## src/rtl/sgm_pkg.sv

```systemverilog
// shared types and constants for the sobel gradient magnitude core
`timescale 1ns / 1ps

package sgm_pkg;

   // sample format
   localparam int SAMPLE_BITS = 12;
   localparam logic [SAMPLE_BITS-1:0] SAMPLE_MAX = '1;

   // configuration register widths and limits
   localparam int WIDTH_REG_BITS  = 9;
   localparam int HEIGHT_REG_BITS = 12;
   localparam int CSR_DATA_BITS   = 12;
   localparam int CSR_INDEX_BITS  = 1;
   localparam int MIN_DIM         = 3;

   // result field widths
   localparam int OUT_COL_BITS = 8;
   localparam int ROW_BITS     = 12;

   // datapath widths
   localparam int SUM_BITS  = SAMPLE_BITS + 4;  // signed kernel sum
   localparam int ABS_BITS  = SAMPLE_BITS + 2;  // |gx|, |gy| <= 4 * max sample
   localparam int SQ_BITS   = 2 * ABS_BITS;
   localparam int RAD_BITS  = SQ_BITS + 2;      // sum of squares, kept even
   localparam int ROOT_BITS = RAD_BITS / 2;
   localparam int LINE_BITS = 2 * SAMPLE_BITS;  // {older row, previous row}

   // register indexes
   localparam logic [CSR_INDEX_BITS-1:0] CSR_IMAGE_WIDTH  = 1'b0;
   localparam logic [CSR_INDEX_BITS-1:0] CSR_IMAGE_HEIGHT = 1'b1;

   typedef enum logic [2:0] {
      ST_IDLE,
      ST_READ,
      ST_SQUARE,
      ST_START,
      ST_ROOT,
      ST_HOLD
   } state_type;

endpackage

```

## src/rtl/sgm_root.sv

```systemverilog
// bit-serial integer square root, one result bit per cycle
`timescale 1ns / 1ps

module sgm_root (
   input  logic                             clock,
   input  logic                             reset,
   input  logic                             start,
   input  logic [sgm_pkg::RAD_BITS-1:0]     radicand,
   output logic                             done,
   output logic [sgm_pkg::ROOT_BITS-1:0]    root
);

   localparam int REM_BITS = sgm_pkg::ROOT_BITS + 2;
   localparam int TRY_BITS = REM_BITS + 2;
   localparam int CNT_BITS = $clog2(sgm_pkg::ROOT_BITS + 1);

   logic                           busy_ff, busy_in;
   logic                           done_ff, done_in;
   logic [CNT_BITS-1:0]            cnt_ff, cnt_in;
   logic [sgm_pkg::RAD_BITS-1:0]   rad_ff, rad_in;
   logic [REM_BITS-1:0]            rem_ff, rem_in;
   logic [sgm_pkg::ROOT_BITS-1:0]  root_ff, root_in;
   logic [TRY_BITS-1:0]            shifted;
   logic [TRY_BITS-1:0]            trial;
   logic [TRY_BITS-1:0]            diff;
   logic                           fits;

   // bring down the next two radicand bits and try root*4+1
   assign shifted = {rem_ff, rad_ff[sgm_pkg::RAD_BITS-1 -: 2]};
   assign trial   = {2'b00, root_ff, 2'b01};
   assign diff    = shifted - trial;
   assign fits    = shifted >= trial;

   always_comb begin
      busy_in = busy_ff;
      done_in = 1'b0;
      cnt_in  = cnt_ff;
      rad_in  = rad_ff;
      rem_in  = rem_ff;
      root_in = root_ff;
      if (start) begin
         busy_in = 1'b1;
         cnt_in  = CNT_BITS'(sgm_pkg::ROOT_BITS - 1);
         rad_in  = radicand;
         rem_in  = '0;
         root_in = '0;
      end else if (busy_ff) begin
         rad_in  = {rad_ff[sgm_pkg::RAD_BITS-3:0], 2'b00};
         rem_in  = fits ? diff[REM_BITS-1:0] : shifted[REM_BITS-1:0];
         root_in = {root_ff[sgm_pkg::ROOT_BITS-2:0], fits};
         cnt_in  = cnt_ff - 1'b1;
         if (cnt_ff == '0) begin
            busy_in = 1'b0;
            done_in = 1'b1;
         end
      end
   end

   always_ff @(posedge clock) begin
      if (reset) begin
         busy_ff <= 1'b0;
         done_ff <= 1'b0;
         cnt_ff  <= '0;
      end else begin
         busy_ff <= busy_in;
         done_ff <= done_in;
         cnt_ff  <= cnt_in;
      end
   end

   always_ff @(posedge clock) begin
      rad_ff  <= rad_in;
      rem_ff  <= rem_in;
      root_ff <= root_in;
   end

   assign done = done_ff;
   assign root = root_ff;

endmodule

```

## config.mk

```make
export PLATFORM = sky130hd
export DESIGN_NAME = sgm_root
export DESIGN_NICKNAME = d
export VERILOG_FILES = /design/src/rtl/sgm_pkg.sv /design/src/rtl/sgm_root.sv
export SDC_FILE = /design/constraint.sdc
export NUM_CORES = 1
export LEC_CHECK = 0
export ABC_AREA = 1
export BUFFER_PORTS_ARGS = -buffer_cell sky130_fd_sc_hd__clkbuf_2
export CAP_MARGIN = 15
export CORE_MARGIN = 2
export CORE_UTILIZATION = 59
export DETAILED_ROUTE_END_ITERATION = 10
export GPL_TIMING_DRIVEN = 0
export PLACE_DENSITY = 0.77
export SLEW_MARGIN = 15
export SYNTH_ARGS = -nofsm -noshare
export SYNTH_HDL_FRONTEND = slang
export SYNTH_SLANG_ARGS = --single-unit
```

## constraint.sdc

```tcl
create_clock -name clock -period 2.25 [get_ports clock]
set_input_delay 0 -clock clock [delete_from_list [all_inputs] [get_ports clock]]
set_output_delay 0 -clock clock [all_outputs]
set_load 0.005 [all_outputs]
```

==> flow_metrics.py <==
metrics = {
    "run_status": {
        "outcome": "complete, no violations",
    },
    "hold_path": {
        "hold_end": "busy_ff",
        "hp-start": "start",
        "hold_path.class": "primary input to register",
        "whs_path_depth": 3,
    },
    "setup_path": {
        "cp-startpoint": "root[14]",
        "endpoint_kind": "register",
        "cp_slowest_stage_delay_ns": 0.36,
        "cp_max_fo": 10,
        "required_ns": 2.50,
        "path_cells": "inv_1 -> ha_1 -> a211oi_1 -> o21ai_2 -> nor2_4 -> nand2_8 -> buf_12 -> nand3_2 -> nand3_1 -> nand2_1 -> inv_1",
        "cp_top_family": "simple AND/OR/NAND/NOR gates",
        "r2r-end": "rem_ff[8]",
        "r2r_start": "root[14]",
        "ff2ff_setup_slack_ns": 0.17,
        "cp_num_buf_inv": 3,
        "cp.arrival_ns": 2.34,
        "ff2ff_path_depth": 11,
        "worst_path_most_repeated_cell": "inv_1",
        "cp-start-kind": "register",
        "slowest_stage": "dfxtp_1",
        "worstSetupPathType": "register to register",
    },
    "sta": {
        "fmax_ghz": 0.480,
        "worstMarginPinSlew_ns": 0.539,
        "fin_crit_sh": 0.925,
        "slew_headroom": 0.640,
        "drv_slew": 0,
        "min_period_ns": 2.08,
        "hold_viol_final": 0,
        "setup_violations": 0,
        "worst_slack_ns": 0.168,
        "hold_ws_ns": 0.144,
        "skew_ns": 0.0149,
        "rsz0062_at_grt": "false",
    },
    "synth": {
        "synthArstFlopShare": 0,
        "yosysWarnings": 0,
        "netlist.area_leader.share": 0.219,
        "synthAdderAreaFrac": 0.0579,
        "syn_area_per_cell_um2": 7.23,
        "synth_xor_area_frac": 0.0149,
        "ys_seq_area_frac": 0.405,
        "synthesis.nets": 620,
        "synth.area.top_cells": "edfxtp_1 22%, nand2_1 20%, dfxtp_1 19%",
        "synthCells": 568,
        "ys_ff_latch": 68,
        "synth_compound_area_frac": 0.0567,
        "synth_flop_cell": "dfxtp_1",
        "ys_types": 36,
        "synth_top_family_by_area": "simple AND/OR/NAND/NOR gates",
        "yosys-mux-area-fraction": 0,
        "syn_area_mm2": 0.00411,
        "synth_edf_count": 30,
        "synthSimpleGateAreaFrac": 0.349,
        "yosysTopAreaCell": "edfxtp_1",
    },
    "grt": {
        "grt_pass1_vias": 3898,
        "grt_max_degree": 31,
        "grt_first_pass_wirelength_mm": 17.8,
        "gr-total-overflow": 0,
        "antenna_found_initial": 0,
        "grtUsageTotal": 0.307,
    },
    "power_and_ir_drop": {
        "p_per_area_mw_per_mm2": 1760,
        "power_w": 0.00883,
        "ir_drop_uv": 1060,
        "combPwrFrac": 0.686,
        "switching_power_w": 0.00451,
        "clockPowerShare": 0.124,
        "p_seq_frac": 0.190,
        "p_sw_frac": 0.510,
        "p_int_w": 0.00433,
        "p_leak_nw": 2.62,
    },
    "place": {
        "gp_congestion": 0.935,
        "dpl.hpwl_mm": 7.11,
        "dpl_worst_slack_ns": 0.154,
        "portBuffers": 47,
    },
    "clock_tree": {
        "cts_tree": "yes",
        "numCtsBuffers": 9,
        "root_buffer": "clkbuf_8",
        "h-tree-depth": 3,
        "cts_max_path_buffers": 2,
        "worstSkewPairLatency_ns": 0.36,
        "clk_pin_slew_worst_paths_ns": 0.07,
        "cts_sinks": 68,
    },
    "cells_and_area": {
        "synthToLayoutAreaGrowth_pct": 21.9,
        "design.final.nets": 712,
        "antenna_cells": 0,
        "fillers": 523,
        "layout_common_cells": "216 x nand2_1, 91 x inv_1, 47 x clkbuf_2",
        "post-route-util": 0.741,
        "drive_gt1_frac": 0.158,
        "layout_commonest_cell": "nand2_1",
    },
    "floorplanning": {
        "start_util": 0.608,
        "core_mm2": 0.00676,
        "ioPinCount": 49,
        "die_y_um": 87.4,
        "fp.dieW_um": 87.4,
        "fp-row-count": 30,
        "die_area_mm2": 0.00764,
    },
    "route": {
        "drtIter0Drc": 224,
        "vias": 4035,
        "ant_nets": 0,
        "drt-pass1-iter-count": 4,
        "wire_per_inst_um": 14.8,
        "vias_per_cell": 5.42,
        "drt-total-wl_mm": 11.1,
        "drc": 0,
    },
    "run": {
        "cap_violations": 0,
    },
}
## power by group through the flow
stage,registers (W),clock network (W),logic [W]
after floorplan,0.00163,0,0.00467
after global placement,0.00169,0,0.00561
after detailed placement,0.00169,0,0.00572
after CTS,0.00166,0.00109,0.00581
after global routing,0.00169,0.00115,0.00672
final,0.00168,0.00109,0.00606
## Yosys cell counts (2+ instances only)
library cell,number
a21oi_1,10
and2_1,2
buf_4,4
buf_6,2
clkbuf_1,12
dfxtp_1,38
edfxtp_1,30
ha_1,19
inv_1,91
inv_2,3
nand2_1,218
nand2_2,5
nand3_1,39
nand3_2,9
nand4_1,19
nor2_1,21
nor2_2,4
nor2_4,2
nor3_1,2
o211ai_1,2
o21ai_0,3
o22ai_1,14
xor2_1,6
## per-stage QoR
step | std cells | instance area [um^2] | setup TNS, ns
final | 745 | 5010 | 0
after global routing | 745 | 5010 | 0
after CTS | 743 | 4980 | 0
after detailed placement | 696 | 4460 | 0
after global placement | 695 | 4440 | -18.67
after floorplan | 568 | 4110 | 0
## how the worst max path moves through the flow
stage                             to  slack, ns  depth (start not counted)
final                      rem_ff[8]       0.17                         11
after global routing      rem_ff[11]       0.01                         14
after CTS                  rem_ff[8]       0.13                         14
after detailed placement   rem_ff[8]       0.15                         14
after global placement    rad_ff[28]      -0.50                          4
after floorplan            rad_ff[0]       0.25                          3
## cells by family after synthesis
group | after synthesis
AOI/OAI and AO/OA | 36
xor gates and xnor gates | 7
adders and majority gates | 19
buffers and inverters | 115
DFF | 68
and+or+nand+nor | 323
## cell type report
class / count / area (um^2) / share of cell area
Tap cell: 80 / 100 / 0.0200
Buffer: 20 / 123 / 0.0245
Timing Repair Buffer: 81 / 581 / 0.116
Multi-Input combinational cell: 385 / 1970 / 0.394
Clock buffer: 11 / 153 / 0.0305
Inverter: 95 / 357 / 0.0712
Clock inverter: 5 / 57.6 / 0.0115
Sequential cell: 68 / 1660 / 0.332
## worst reg2reg max path: cells and delay by family, from the launching register on
family	cells	cell delay, ns
AO/OA/AOI/OAI	2	0.43
adder cells (fa/ha/maj)	1	0.33
buffers and inverters	3	0.28
flip-flops	1	0.36
AND/OR/NAND/NOR	5	0.59
## timing repair
action,in CTS,in global routing
endpoints found under the setup margin,0,11
gates resized for setup,0,3
hold buffers,31,0
hold endpoints to repair,35,0
setup buffers,0,2
## sequential cells by signal, summed over array words and instances (netlist names)
register,cells
rad_ff,30
rem_ff,17
root,15
cnt_ff,4
busy_ff,1
done,1
## layer usage
metal | part of all wire | global-route usage | wire (um)
met5 | 0 | 0 | 0
met4 | 0.035 | 0.143 | 382
met3 | 0.057 | 0.0588 | 626
met2 | 0.50 | 0.560 | 5550
met1 | 0.41 | 0.340 | 4500
(Power assumes the default switching activity.)
